[config.mk]
export PLATFORM = sky130hd
export DESIGN_NAME = pfs_front
export DESIGN_NICKNAME = d
export VERILOG_FILES = /design/src/rtl/pfs_pkg.sv /design/src/rtl/pfs_front.sv
export SDC_FILE = /design/constraint.sdc
export NUM_CORES = 1
export LEC_CHECK = 0
export ABC_AREA = 0
export ABC_CLOCK_PERIOD_IN_PS = 5910
export BUFFER_PORTS_ARGS = -buffer_cell sky130_fd_sc_hd__clkbuf_2
export CAP_MARGIN = 20
export CORE_ASPECT_RATIO = 0.9
export CORE_MARGIN = 2
export CORE_UTILIZATION = 35
export DETAILED_ROUTE_END_ITERATION = 8
export PLACE_DENSITY_LB_ADDON = 0.15
export SYNTH_ARGS = -nofsm -noshare
export SYNTH_HDL_FRONTEND = slang
export SYNTH_SLANG_ARGS = --single-unit
[constraint.sdc]
create_clock -name clock -period 5.91 [get_ports clock]
set_input_delay 1.182 -clock clock [delete_from_list [all_inputs] [get_ports clock]]
set_output_delay 1.182 -clock clock [all_outputs]
set_load 0.03 [all_outputs]
[src/rtl/pfs_pkg.sv]
// Shared types, constants and helpers for the prime factorization unit.
// Depends on nothing; every other file but pfs_div imports it.
package pfs_pkg;

   localparam int VALUE_WIDTH       = 16;
   localparam int MAX_TABLE_LIMIT   = (2 ** VALUE_WIDTH) - 1;
   localparam int DEFAULT_MAX_VALUE = 65535;
   localparam int QUEUE_DEPTH       = 2;

   // One classified input waiting for the factoring engine.
   typedef struct packed {
      logic [VALUE_WIDTH-1:0] value;
      logic                   empty;
   } queue_entry_type;

   // Read request into the smallest-factor table.
   typedef struct packed {
      logic                   en;
      logic [VALUE_WIDTH-1:0] addr;
   } lookup_req_type;

   // Largest index the table covers; the input is only 16 bits wide.
   function automatic int table_limit(input int max_value);
      return (max_value < MAX_TABLE_LIMIT) ? max_value : MAX_TABLE_LIMIT;
   endfunction

endpackage

[src/rtl/pfs_front.sv]
// Front end: accepts request beats, classifies them and queues them.
// Depends on pfs_pkg.
module pfs_front
   import pfs_pkg::*;
#(
   parameter int MAX_VALUE = DEFAULT_MAX_VALUE
) (
   input  logic                   clock,
   input  logic                   reset,
   input  logic                   table_ready,
   input  logic                   req_valid,
   output logic                   req_ready,
   input  logic [VALUE_WIDTH-1:0] req_value,
   input  logic                   pop,
   output queue_entry_type        head,
   output logic                   head_valid
);

   localparam int LIMIT = table_limit(MAX_VALUE);
   localparam int PW    = (QUEUE_DEPTH > 1) ? $clog2(QUEUE_DEPTH) : 1;
   localparam int CW    = $clog2(QUEUE_DEPTH + 1);
   localparam logic [VALUE_WIDTH-1:0] LIMIT_V = VALUE_WIDTH'(LIMIT);
   localparam logic [PW-1:0]          LAST_P  = PW'(QUEUE_DEPTH - 1);
   localparam logic [CW-1:0]          FULL_C  = CW'(QUEUE_DEPTH);

   queue_entry_type entries [QUEUE_DEPTH];
   logic [PW-1:0]   wr_ptr_ff, rd_ptr_ff;
   logic [CW-1:0]   count_ff;
   logic            push, do_pop;
   queue_entry_type new_entry;

   assign req_ready  = table_ready && (count_ff != FULL_C);
   assign push       = req_valid && req_ready;
   assign head_valid = (count_ff != '0);
   assign do_pop     = pop && head_valid;
   assign head       = entries[rd_ptr_ff];

   // Zero, one and anything beyond the table give the empty result.
   always_comb begin
      new_entry.value = req_value;
      new_entry.empty = (req_value <= VALUE_WIDTH'(1)) || (req_value > LIMIT_V);
   end

   always_ff @(posedge clock) begin
      if (push) begin
         entries[wr_ptr_ff] <= new_entry;
      end
   end

   always_ff @(posedge clock) begin
      if (reset) begin
         wr_ptr_ff <= '0;
         rd_ptr_ff <= '0;
         count_ff  <= '0;
      end else begin
         if (push) begin
            wr_ptr_ff <= (wr_ptr_ff == LAST_P) ? '0 : wr_ptr_ff + 1'b1;
         end
         if (do_pop) begin
            rd_ptr_ff <= (rd_ptr_ff == LAST_P) ? '0 : rd_ptr_ff + 1'b1;
         end
         if (push && !do_pop) begin
            count_ff <= count_ff + 1'b1;
         end else if (do_pop && !push) begin
            count_ff <= count_ff - 1'b1;
         end
      end
   end

endmodule

### After elaboration in Yosys (flattened, before gate mapping)

Memory sizes are Yosys's and may differ from the RTL's. A register that Yosys moved wholly into a read port is not among the register bits.
Cells that the tools add are included.

| storage, ports and cells | value |
|---|---|
| memories | 1 |
| RAM bits | 34 |
| bits of input ports | 21 |
| register bits after elaboration | 4 |
| latch bits | 0 |
| memory bits (read-only) | 0 |
| logic and storage cells | 29 |

| operators by class | value |
|---|---|
| $mul | 0 |
| divide/modulo/power cells | 0 |
| magnitude comparators | 2 |
| equal/unequal tests | 1 |
| mux-type cells | 8 |
| bitwise gates (word level) | 0 |
| shift operators | 0 |
| reduce and logical (&&, ||, !) cells | 10 |
| add/sub/neg operators | 4 |

Memories:

| name | depth | width | rd ports | clocked after Yosys merged registers in | write ports | line | RTL |
|---|---|---|---|---|---|---|---|
| entries | 2 | 17 | 1 | 1 | 1 | pfs_front.sv:26 | `queue_entry_type entries [QUEUE_DEPTH];` |

Operator list:

| operator | number |
|---|---|
| $gt 16x16->1 const B | 1 |
| $le 16x1->1 const B | 1 |
| $mux 1 | 6 |
| $logic_and 1x1->1 | 5 |
| $mux 2 | 2 |
| $reduce_bool 2->1 | 2 |
| $add 1x1->1 const B | 2 |
| $add 2x1->2 const B | 1 |
| $logic_not 1->1 | 2 |
| $ne 2x2->1 const B | 1 |
| $sub 2x1->2 const B | 1 |
| $logic_or 1x1->1 | 1 |

### Longest topological paths before layout

| logic depth | value |
|---|---|
| word-level depth | 7 |
| mapped depth | 6 |
| mapped depth without buffers | 6 |

### Worst setup path after synthesis

OpenSTA, ideal clock, no wires.

| timing | value |
|---|---|
| path type | input port to flip-flop |
| start | input req_valid |
| end | memory entries[0][0] (netlist name) (enable) |
| stages | 2 |
| required time | 5.518 ns |
| path slack | 3.327 ns |
| arrival time | 2.190 ns |
| path through | and3_4 > nor2b_1 |

| between the ends | value |
|---|---|
| cells in the longest elaborated chain, start to end | 3 |

RTL lines:

| what | line | RTL |
|---|---|---|
| start, declared | pfs_front.sv:11 | `input logic req_valid,` |
| $logic_and 1x1->1 | pfs_front.sv:33 | `assign push = req_valid && req_ready;` |
| $mux 1 | pfs_front.sv:45 | `if (push) begin` |
| $mux 1 (not written as such) | pfs_front.sv:46 | `entries[wr_ptr_ff] <= new_entry;` |
| end, declared | pfs_front.sv:26 |  |

Every way passes these cells.

==> reports/metrics.cfg <==
[power]
swShare=0.323
p_seq_frac=0.462
powerDensity_mw_per_mm2=424
ir_drop_uv=180
pwr-share-clk=0.245
p_leak_uw=0.000703
comb_power_share=0.293
intPower_uw=530
switchingPower_uw=253

[timing]
rsz0062_at_grt=false
worstMarginPinSlew_ns=0.802
final-hold-violation-count=0
skew_ns=0.00275
setup_tns_ns=0
finalCritPeriodShare=0.488
finalCriticalPeriod_ns=2.89
drv_slew=0
slew_headroom=0.465
setup_viol=0
fmax_ghz=0.346

[status]
status=completed

[critical_path]
crit_slowest_cell=dfxtp_1
startpoint_type=flop
critPathRequiredTime_ns=4.73
cp_max_fo=17
cpPeakStageDelay_ns=0.82
end_kind=output port
crit_chain=mux2_2 > clkbuf_2
cp_top_family=flip-flops
arrival_ns=1.70
path_buf_inv=1
worstSetupPathType=reg -> out

[global_route]
grt_pass1_wl_um=3820
grt_pass1_vias=801
grt_max_degree=18
overflow=0
globalRouteTotalUtil=0.109
antenna_found_initial=0

[clock_network]
cts_hold_buf=0
post_cts_buffers=0
htree_num_levels=2
clk_pin_slew_ns=0.07
clkLatencyLatePin_ns=0.28
tritoncts=built
cts_resized=0
clockBufferDepth=2
cts_inserted_buffers=5
cts-root-buf=clkbuf_8
numClockSinks=39

[die]
die_h_um=66.1
die-area_mm2=0.00482
initial_core_util=0.365
die_w_um=73.0
num_rows=22
pin_count=40
coreArea_mm2=0.00410

[final_layout]
area_growth_pct=23.4
fillers=369
nets=150
drive_gt1_frac=0.527
fin_util=0.451
final_common_cell=clkbuf_2
final_cell_mix=clkbuf_2 (39), edfxtp_1 (34), mux2_2 (17)
antenna_cells=0

[drt]
drc=0
drt_iter0_drc=42
vias=842
wl_per_cell_um=14.0
routed_wl_um=2480
first_pass_iters=3
avgViaCountPerCell=4.76
ant_nets=0

[synth]
synth_fp_nets=105
synth-seq-cells=39
syn-cell-area_mm2=0.00150
yosys_warnings=0
synth_cells=83
seq_area_frac_synth=0.749
ys_types=21
syn_area_per_cell_um2=18.0

[flow_run]
drv_cap=0

[placed_design]
io_buffers=39
hpwl_um=1730
place_congestion=0.663

[hold_path]
hold_class=reg -> reg

[per-layer routing]
metal / GRT usage / up-vias / routed length [um]
met3: 0.0549 / 2 / 175
met1: 0.127 / 406 / 1140
met5: 0 / - / 0
met4: 0.0417 / 0 / 13
met2: 0.173 / 28 / 1150
li1: - / 406 / -
[registers in the layout, indices dropped and copies added (netlist names), named ones only]
signal	flops
rd_ptr_ff	1
count_ff	2
entries	34
wr_ptr_ff	1
[path summary, 6_finish.rpt]
kind	endpoint	slack (ns)	from	depth (start not counted)
worst max-delay path	head[2]	3.02	flop	2
worst min register to register	flop	0.51	rd_ptr_ff$_SDFFE_PP0P_	2
worst min-delay path	flop	0.51	rd_ptr_ff$_SDFFE_PP0P_	2
worst max register to register	entries[0][6]$_DFFE_PP_	4.04	count_ff[0]$_SDFFE_PP0P_	4
[stage by stage]
step	total power [uW]	area (um^2)	instances	setup slack, ns	hold slack, ns
final	783	1850	177	3.02	0.509
after detailed placement	603	1750	169	3.12	0.492
after CTS	794	1850	177	2.94	0.513
after global placement	597	1750	169	3.13	0.490
after floorplan	539	1500	83	3.33	0.471
after global routing	822	1850	177	2.88	0.545
[cell usage after synthesis, drive strengths merged]
cell,n,area [um^2]
or2,1,6.26
and4,1,8.76
nor2b,2,12.5
dfxtp,5,100
nand2b,1,6.26
ha,1,12.5
or3,1,6.26
a21oi,1,5.00
xor2,3,26.3
mux2,18,206
buf,2,12.5
nor3,1,5.00
and3,1,11.3
nor2,4,15.0
nor4,3,18.8
edfxtp,34,1020
and2,2,13.8
o21ai,2,10.0
[power groups by stage]
| stage | combinational, uW | sequential (uW) | clock (uW) |
|---|---|---|---|
| 2_1_floorplan | 191 | 348 | 0 |
| 3_3_place_gp | 229 | 368 | 0 |
| 3_5_place_dp | 233 | 370 | 0 |
| 4_1_cts | 233 | 364 | 197 |
| 5_1_grt | 244 | 368 | 210 |
| 6_report | 230 | 362 | 192 |
[cell families after synthesis]
group,share of synthesized area
AO/OA/AOI/OAI,0.0100
XOR/XNOR,0.0175
adder cells (fa/ha/maj),0.00835
buffers and inverters,0.00835
flip-flops,0.749
multiplexers,0.138
AND/OR/NAND/NOR,0.0693
[worst min-delay path, cell delays in order, from the launching register on]
cell and delay, ns:
dfxtp_1 0.32, xor2_1 0.08, nor2_1 0.07
[area by class of cell]
cell class                 instances  area, um^2  area share
sequential                        39        1120       0.607
timing repair buffer              40         203       0.110
tap                               48        60.1      0.0325
clock buffer                       8         100      0.0542
multi-input combinational         42         364       0.197
Note: power is estimated with default switching activity, not from simulation.
