### config.mk
export PLATFORM = sky130hd
export DESIGN_NAME = pfs_back
export DESIGN_NICKNAME = d
export VERILOG_FILES = /design/src/rtl/pfs_pkg.sv /design/src/rtl/pfs_div.sv /design/src/rtl/pfs_back.sv
export SDC_FILE = /design/constraint.sdc
export NUM_CORES = 1
export LEC_CHECK = 0
export BUFFER_PORTS_ARGS = -buffer_cell sky130_fd_sc_hd__buf_4
export CAP_MARGIN = 0
export CORE_ASPECT_RATIO = 1.25
export CORE_MARGIN = 8
export CORE_UTILIZATION = 49
export CTS_BUF_LIST = sky130_fd_sc_hd__clkbuf_16
export CTS_CLUSTER_DIAMETER = 120
export DETAILED_ROUTE_END_ITERATION = 12
export GPL_ROUTABILITY_DRIVEN = 1
export PLACE_DENSITY = 0.67
export SLEW_MARGIN = 30
export SYNTH_ARGS = -nofsm -noshare
export SYNTH_HDL_FRONTEND = slang
export SYNTH_HIERARCHICAL = 1
export SYNTH_SLANG_ARGS = --single-unit
### constraint.sdc
create_clock -name clock -period 3.1 [get_ports clock]
set_input_delay 0.465 -clock clock [delete_from_list [all_inputs] [get_ports clock]]
set_output_delay 0.465 -clock clock [all_outputs]
set_load 0.02 [all_outputs]
### src/rtl/pfs_pkg.sv
// Shared types, constants and helpers for the prime factorization unit.
// Depends on nothing; every other file but pfs_div imports it.
package pfs_pkg;

   localparam int VALUE_WIDTH       = 16;
   localparam int MAX_TABLE_LIMIT   = (2 ** VALUE_WIDTH) - 1;
   localparam int DEFAULT_MAX_VALUE = 65535;
   localparam int QUEUE_DEPTH       = 2;

   // One classified input waiting for the factoring engine.
   typedef struct packed {
      logic [VALUE_WIDTH-1:0] value;
      logic                   empty;
   } queue_entry_type;

   // Read request into the smallest-factor table.
   typedef struct packed {
      logic                   en;
      logic [VALUE_WIDTH-1:0] addr;
   } lookup_req_type;

   // Largest index the table covers; the input is only 16 bits wide.
   function automatic int table_limit(input int max_value);
      return (max_value < MAX_TABLE_LIMIT) ? max_value : MAX_TABLE_LIMIT;
   endfunction

endpackage

### src/rtl/pfs_div.sv
// Restoring divider, one quotient bit per cycle.
// Depends on nothing.
module pfs_div #(
   parameter int WIDTH = 16
) (
   input  logic             clock,
   input  logic             reset,
   input  logic             start,
   input  logic [WIDTH-1:0] dividend,
   input  logic [WIDTH-1:0] divisor,
   output logic             done,
   output logic [WIDTH-1:0] quotient
);

   localparam int CW = (WIDTH > 1) ? $clog2(WIDTH) : 1;
   localparam logic [CW-1:0] LAST_STEP = CW'(WIDTH - 1);

   logic             busy_ff, done_ff;
   logic [CW-1:0]    step_ff;
   logic [WIDTH-1:0] rem_ff, dvd_ff, dsr_ff;
   logic [WIDTH:0]   trial, diff;

   assign trial = {rem_ff, dvd_ff[WIDTH-1]};
   assign diff  = trial - {1'b0, dsr_ff};

   always_ff @(posedge clock) begin
      if (start) begin
         rem_ff <= '0;
         dvd_ff <= dividend;
         dsr_ff <= divisor;
      end else if (busy_ff) begin
         if (!diff[WIDTH]) begin
            rem_ff <= diff[WIDTH-1:0];
            dvd_ff <= {dvd_ff[WIDTH-2:0], 1'b1};
         end else begin
            rem_ff <= trial[WIDTH-1:0];
            dvd_ff <= {dvd_ff[WIDTH-2:0], 1'b0};
         end
      end
   end

   always_ff @(posedge clock) begin
      if (reset) begin
         busy_ff <= 1'b0;
         done_ff <= 1'b0;
         step_ff <= '0;
      end else begin
         done_ff <= 1'b0;
         if (start) begin
            busy_ff <= 1'b1;
            step_ff <= '0;
         end else if (busy_ff) begin
            step_ff <= step_ff + 1'b1;
            if (step_ff == LAST_STEP) begin
               busy_ff <= 1'b0;
               done_ff <= 1'b1;
            end
         end
      end
   end

   assign done     = done_ff;
   assign quotient = dvd_ff;

endmodule

### src/rtl/pfs_back.sv
// Back end: walks one queued value through table lookups and divisions.
// Depends on pfs_pkg and pfs_div.
module pfs_back
   import pfs_pkg::*;
#(
   parameter int MAX_VALUE = DEFAULT_MAX_VALUE
) (
   input  logic                                  clock,
   input  logic                                  reset,
   input  queue_entry_type                       head,
   input  logic                                  head_valid,
   output logic                                  pop,
   output lookup_req_type                        lk,
   input  logic [$clog2(table_limit(MAX_VALUE)+1)-1:0] lk_data,
   output logic                                  rsp_valid,
   input  logic                                  rsp_ready,
   output logic [VALUE_WIDTH-1:0]                rsp_factor,
   output logic                                  rsp_is_last,
   output logic                                  rsp_empty_res
);

   localparam int LIMIT = table_limit(MAX_VALUE);
   localparam int AW    = $clog2(LIMIT + 1);

   localparam logic [2:0] BK_IDLE = 3'd0;
   localparam logic [2:0] BK_LOOK = 3'd1;
   localparam logic [2:0] BK_READ = 3'd2;
   localparam logic [2:0] BK_DIV  = 3'd3;
   localparam logic [2:0] BK_EMIT = 3'd4;

   logic [2:0]             state_ff, state_in;
   logic [AW-1:0]          rem_ff, rem_in;
   logic [AW-1:0]          d_ff, d_in;
   logic                   empty_ff, empty_in;
   logic                   last_ff, last_in;
   logic                   rsp_valid_ff, rsp_valid_in;
   logic [VALUE_WIDTH-1:0] rsp_factor_ff;
   logic                   rsp_is_last_ff, rsp_empty_ff;
   logic                   load_rsp;
   logic                   div_start, div_done;
   logic [AW-1:0]          div_q;

   pfs_div #(
      .WIDTH(AW)
   ) u_div (
      .clock   (clock),
      .reset   (reset),
      .start   (div_start),
      .dividend(rem_ff),
      .divisor (lk_data),
      .done    (div_done),
      .quotient(div_q)
   );

   always_comb begin
      state_in  = state_ff;
      rem_in    = rem_ff;
      d_in      = d_ff;
      empty_in  = empty_ff;
      last_in   = last_ff;
      pop       = 1'b0;
      lk.en     = 1'b0;
      lk.addr   = VALUE_WIDTH'(rem_ff);
      div_start = 1'b0;
      load_rsp  = 1'b0;
      case (state_ff)
         BK_IDLE: begin
            if (head_valid) begin
               pop = 1'b1;
               if (head.empty) begin
                  empty_in = 1'b1;
                  last_in  = 1'b1;
                  d_in     = '0;
                  state_in = BK_EMIT;
               end else begin
                  empty_in = 1'b0;
                  rem_in   = head.value[AW-1:0];
                  state_in = BK_LOOK;
               end
            end
         end
         BK_LOOK: begin
            lk.en    = 1'b1;
            state_in = BK_READ;
         end
         BK_READ: begin
            d_in      = lk_data;
            div_start = 1'b1;
            state_in  = BK_DIV;
         end
         BK_DIV: begin
            if (div_done) begin
               rem_in   = div_q;
               last_in  = (div_q <= AW'(1));
               state_in = BK_EMIT;
            end
         end
         BK_EMIT: begin
            if (!rsp_valid_ff || rsp_ready) begin
               load_rsp = 1'b1;
               state_in = last_ff ? BK_IDLE : BK_LOOK;
            end
         end
         default: begin
            state_in = BK_IDLE;
         end
      endcase
   end

   always_comb begin
      if (load_rsp) begin
         rsp_valid_in = 1'b1;
      end else if (rsp_ready) begin
         rsp_valid_in = 1'b0;
      end else begin
         rsp_valid_in = rsp_valid_ff;
      end
   end

   always_ff @(posedge clock) begin
      rem_ff   <= rem_in;
      d_ff     <= d_in;
      empty_ff <= empty_in;
      last_ff  <= last_in;
      if (load_rsp) begin
         rsp_factor_ff  <= VALUE_WIDTH'(d_ff);
         rsp_is_last_ff <= last_ff;
         rsp_empty_ff   <= empty_ff;
      end
   end

   always_ff @(posedge clock) begin
      if (reset) begin
         state_ff     <= BK_IDLE;
         rsp_valid_ff <= 1'b0;
      end else begin
         state_ff     <= state_in;
         rsp_valid_ff <= rsp_valid_in;
      end
   end

   assign rsp_valid     = rsp_valid_ff;
   assign rsp_factor    = rsp_factor_ff;
   assign rsp_is_last   = rsp_is_last_ff;
   assign rsp_empty_res = rsp_empty_ff;

`ifndef NO_ASSERTIONS
   a_div_done_in_div: assert property (@(posedge clock) disable iff (reset)
      div_done |-> (state_ff == BK_DIV))
      else $error("divider finished outside the divide state");
   a_factor_is_prime_sized: assert property (@(posedge clock) disable iff (reset)
      (rsp_valid_ff && !rsp_empty_ff) |-> (rsp_factor_ff >= VALUE_WIDTH'(2)))
      else $error("factor below two on a non-empty result");
   a_empty_is_single: assert property (@(posedge clock) disable iff (reset)
      (rsp_valid_ff && rsp_empty_ff) |-> (rsp_is_last_ff && (rsp_factor_ff == '0)))
      else $error("empty result must be a lone zero beat");
`endif

endmodule
### Yosys cells after proc, flatten, opt, wreduce, memory -nomap -nowiden

Cells that the tools add are included.

* input port bits: 37
* bits in registers: 110
* logic and storage cells: 77
* output and inout bits: 37

* order comparisons: 1
* reductions and logical operators: 14
* bitwise logic cells: 1
* mux-type cells: 34
* eq/ne operators: 10
* add/sub/neg operators: 2

Operator list (count)
* 2-to-1 mux 16 bit: 8
* case mux 16 bit (2 select lines): 2
* 2-to-1 mux 1 bit: 18
* subtractor 17 x 16 -> 17 bit: 1
* less-or-equal comparator 16 x 1 -> 1 bit (second input constant): 1
* case mux 3 bit (5 select lines): 1
* 2-to-1 mux 3 bit: 4
* inequality test 2 bit (second input constant): 4
* AND reduction 4 bit: 2
* nonzero test 2 bit: 4
* == test 3 x 2 -> 1 bit (second input constant): 2
* AND reduction 3 bit: 2
* adder 4 x 1 -> 4 bit (second input constant): 1
* == test 4 bit (second input constant): 1
* == test 3 x 1 -> 1 bit (second input constant): 1
* == test 3 bit (second input constant): 1
* zero test 3 bit: 1
* OR reduction 3 bit: 1
* inequality test 2 x 1 -> 1 bit (second input constant): 1
* case mux 1 bit (2 select lines): 1
* AND reduction 2 bit: 1
* OR reduction 2 bit: 1
* zero test 1 bit: 1
* logical OR 1 bit: 1
* inverter 1 bit: 1

### Longest topological paths before layout

* depth in word-level cells: 5
* depth in mapped cells: 11
* depth with buffers taken out: 10

### Modules after synthesis

Netlist, hierarchy kept.

By module, submodules not included
* pfs_div: cells each 276, times used 1, seq. area each 1401.3 um^2, area each 2956.6 um^2
* pfs_back: cells each 127, times used 1, seq. area each 1641.6 um^2, area each 2159.6 um^2

### Worst setup path after synthesis

Ideal clock, no wire load.

* kind: flip-flop to flip-flop
* start: register state_ff[2]
* end: register u_div.dvd_ff[10] (netlist: u_div/quotient[10]) (data pin)
* data arrival time: 2545 ps
* path slack: 295 ps
* library setup time: 260 ps
* cell stages (with the launch flop): 8
* cells stage by stage: dfxtp_1 -> buf_2 -> nor2_1 -> clkbuf_1 -> and2_1 -> buf_1 -> buf_1 -> mux2_2

* longest elaborated chain between the ends: 3

RTL lines
* start: declaration: RTL line pfs_back.sv:31 `logic [2:0] state_ff, state_in;`
* start signal: assignment: RTL line pfs_back.sv:137 `state_ff <= state_in;`
* == test 3 x 2 -> 1 bit: RTL line pfs_back.sv:66 `case (state_ff)`
* 2-to-1 mux 1 bit: RTL line pfs_back.sv:66
* via div_start: RTL line pfs_back.sv:40 `logic div_start, div_done;`
* 2-to-1 mux 16 bit: RTL line pfs_div.sv:27 `if (start) begin`
* end signal: assignment: RTL line pfs_div.sv:29 `dvd_ff <= dividend;`
* end signal: assignment: RTL line pfs_div.sv:34 `dvd_ff <= {dvd_ff[WIDTH-2:0], 1'b1};`
* end signal: assignment: RTL line pfs_div.sv:37 `dvd_ff <= {dvd_ff[WIDTH-2:0], 1'b0};`
* end: declaration: RTL line pfs_div.sv:20 `logic [WIDTH-1:0] rem_ff, dvd_ff, dsr_ff;`

The timed path passes the listed nets, and every way through them passes these cells.
A chain may end at the register's enable or synchronous reset.

### Worst setup path after layout

* start: register u_div.dvd_ff[15] (netlist: u_div/quotient[15])
* end: register u_div.rem_ff[10]

* longest elaborated chain between the ends: 2

RTL lines
* subtractor 17 x 16 -> 17 bit: RTL line pfs_div.sv:24 `assign diff = trial - {1'b0, dsr_ff};`
* 2-to-1 mux 16 bit: RTL line pfs_div.sv:32 `if (!diff[WIDTH]) begin`
* end signal: assignment: RTL line pfs_div.sv:33 `rem_ff <= diff[WIDTH-1:0];`
* end signal: assignment: RTL line pfs_div.sv:36 `rem_ff <= trial[WIDTH-1:0];`
* end: declaration: RTL line pfs_div.sv:20

Every way passes these cells.

==> results by group <==
Setup path
  • CP Class: reg2reg
  • Worst R2R Path Depth: 10
  • Reg2reg setup slack: 450 ps
  • CP Max Fanout: 24
  • Critical Path AT: 2900 ps
  • Crit path buffers/inverters: 1
  • FF-to-FF End: u_div/rem_ff[10]
  • Worst Setup End Kind: flip-flop
  • Worst r2r src: u_div/quotient[15]
  • Slowest CP cell: edfxtp_1
  • CP Launch Type: flip-flop
  • CP delay by family, top: compound AO/OA/AOI/OAI gates
  • Max stage delay on crit path: 400 ps
  • Req. time, crit path: 3350 ps
  • Critical-path cell list: inv_1, ha_1, fa_1, nand2b_1, a21oi_1, o21ai_2, mux2i_4, nand2_4, mux2i_1, a211oi_1

GRT
  • Largest net degree at the start of global routing: 28
  • Global-route wire length before repair: 17.4 mm
  • Gr ovfl total: 0
  • Total Routing Usage GR: 16.2%
  • Initial antenna violation count: 0
  • Vias in the first global route: 3477

Floorplan
  • Die area: 14000 µm²
  • Initial core utilization: 50.4%
  • Core area: 10200 µm²
  • Top Ports: 74
  • Die X: 107 µm
  • Die Y: 130 µm
  • Row Count: 41

Min path
  • Min-Delay Endpoint: u_div/dsr_ff[11]
  • Hold depth: 1
  • Worst hold-check path type: in2reg
  • Hold Crit Start: lk_data[11]

Synthesis
  • Number of synthesized flops with an enable pin: 84
  • Mux contribution to synthesized area: 8.83%
  • Top cells by count, synth: edfxtp_1, mux2_2, dfxtp_1, nor2_1, inv_1
  • YS warnings: 6
  • Xor and xnor fraction of the mapped netlist area: 2.74%
  • Share of the synthesized area in the top cell type: 49.3%
  • Top post-synthesis cells by area: edfxtp_1, dfxtp_1, mux2_2, ha_1, and3_1
  • Adder-cell area share of the yosys netlist: 4.55%
  • Syn Nets: 458
  • Top-count cell post-synth: edfxtp_1
  • Ys async rst share: 0%
  • Synthesized area: 5120 µm²
  • FF+latch count, synth: 110
  • Syn_area_per_cell: 12.7 µm²
  • Largest area contributor in the netlist: edfxtp_1
  • Cell count after synthesis: 403
  • Synth Area in Simple Gates: 11.3%
  • Distinct cell type count after synthesis: 56
  • Main synth FF type: edfxtp_1
  • Largest family of logic cells by synthesized area: simple AND/OR/NAND/NOR gates
  • Sequential fraction of the synthesis area: 59.5%
  • Compound-cell area share of the yosys netlist: 9.86%

Routing
  • TritonRoute pass-1 iters: 4
  • Vias per cell: 5.58
  • Initial drt markers: 176
  • Routed Antenna Nets: 0
  • Via count: 3417
  • DRC Markers: 0
  • Total routed wirelength: 11.1 mm
  • WL/cell: 18.1 µm

Clock tree
  • Clk slew on worst S/H paths: 80 ps
  • CTS Buf Count: 9
  • Clk sinks: 110
  • H-tree lvl count: 3
  • Cts repair resizes: 0
  • Clk Latency, worst-skew pair: 350 ps
  • Post-CTS setup buffer count: 0
  • Clock buffer depth: 2
  • # hold bufs at CTS: 0
  • CTS tree: built
  • CTS root buf: clkbuf_16

STA
  • Final worst path period share: 85.5%
  • Final setup vio count: 0
  • Final Skew: 8.45 ps
  • RSZ-0062 raised after global routing: false
  • Final setup TNS: 0 ps
  • Count of final hold-check violations: 0
  • Fin crit period: 2650 ps
  • Worst rel slew slack: 50.1%
  • Max-slew violation count: 0
  • Worst-Margin Slew: 747 ps
  • F_max: 0.377 GHz

Final layout
  • Final core utilization: 60.1%
  • NumNets Final: 533
  • Layout cells sized above 1: 29.0%
  • Antenna diode count: 0
  • Area growth syn-to-layout: 19.4%

Placed design
  • I/O Buffers: 73
  • Final HPWL DP: 8.13 mm
  • GP Congestion: 0.834

Pwr
  • PD cells: 747 nW/µm²
  • Maximum vdd drop: 0.391 mV
  • Leakage power: 2.44 nW

Job
  • Max Cap Viol: 0

Run status
  • Status: finished, final reports clean
[cells by family after synthesis]
group / after synthesis
xor gates and xnor gates: 16
DFF: 110
buffers and inverters: 39
muxes: 40
and+or+nand+nor: 109
AOI/OAI and AO/OA: 71
adders and majority gates: 18
[worst register-to-register path, delay by kind of cell (launching register included)]
| kind | cells | cell delay [ps] |
|---|---|---|
| AOI/OAI and AO/OA | 3 | 670 |
| adders and majority gates | 2 | 620 |
| buffers and inverters | 1 | 60 |
| DFF | 1 | 400 |
| muxes | 2 | 350 |
| and+or+nand+nor | 2 | 470 |
[area by class of cell]
type | count | area, µm²
repair buffers | 82 | 616
inverters | 21 | 78.8
flip-flops and latches | 110 | 3040
clock inverters | 7 | 71.3
multi-input cells | 254 | 1910
clock buffers | 9 | 225
fillers | 843 | 4050
well taps | 129 | 161
[state kept, by name, indices dropped and copies added (netlist names), 3 cells and up]
register,count
d_ff,16
rem_ff,16
rsp_factor,16
u_div/dsr_ff,16
u_div/quotient,16
u_div/rem_ff,16
u_div/step_ff,4
state_ff,3
[layer usage]
metal	up-vias	global-route usage, %	share of wire (%)
met5	-	0	0
met4	0	4.99	1.2
met3	11	5.53	5.5
met2	76	29.8	54
met1	1664	17.0	39
li1	1666	-	-
[worst max path at each step]
stage	from	to	depth (start not counted)
floorplan	state_ff[2]	u_div/quotient[10]	7
global placement	u_div/quotient[15]	u_div/rem_ff[7]	10
detailed placement	u_div/quotient[15]	u_div/rem_ff[8]	10
CTS	u_div/quotient[15]	u_div/rem_ff[8]	10
global route	u_div/quotient[15]	u_div/rem_ff[10]	10
finish	u_div/quotient[15]	u_div/rem_ff[10]	10
[metrics by stage]
step	power, mW	cell area, µm²	setup WS (ps)	hold WS, ps	instances
6_report	4.56	6110	450	309	612
5_1_grt	4.81	6110	241	289	612
4_1_cts	4.59	6110	432	295	612
3_5_place_dp	3.43	5810	451	405	596
3_3_place_gp	3.39	5810	569	401	596
2_1_floorplan	3.09	5120	295	400	403
[power by group]
| group | switching, mW | internal (mW) | leakage [nW] |
|---|---|---|---|
| sequential | 0.150 | 1.82 | 0.993 |
| clock | 0.525 | 0.630 | 0.145 |
| combinational | 0.817 | 0.621 | 1.30 |
| total | 1.49 | 3.07 | 2.44 |
[placed cells by master (no fill, tap or decap), types with 5 or more instances in the layout]
| cell | Yosys | final |
|---|---|---|
| nor4_1 | 5 | 5 |
| xnor2_1 | 9 | 9 |
| mux2_2 | 31 | 31 |
| buf_4 | 0 | 82 |
| nor3_1 | 7 | 6 |
| o21ai_0 | 6 | 6 |
| inv_1 | 21 | 21 |
| a21oi_1 | 17 | 17 |
| and3_1 | 17 | 17 |
| dfxtp_1 | 26 | 26 |
| nand2b_1 | 6 | 6 |
| xor2_1 | 7 | 7 |
| nand3_1 | 10 | 10 |
| mux2i_1 | 8 | 8 |
| a211oi_1 | 9 | 9 |
| clkbuf_16 | 0 | 9 |
| o21ai_1 | 5 | 5 |
| nor2_1 | 25 | 25 |
| ha_1 | 17 | 17 |
| edfxtp_1 | 84 | 84 |
| nand2_1 | 19 | 19 |
(Power assumes the default switching activity.)
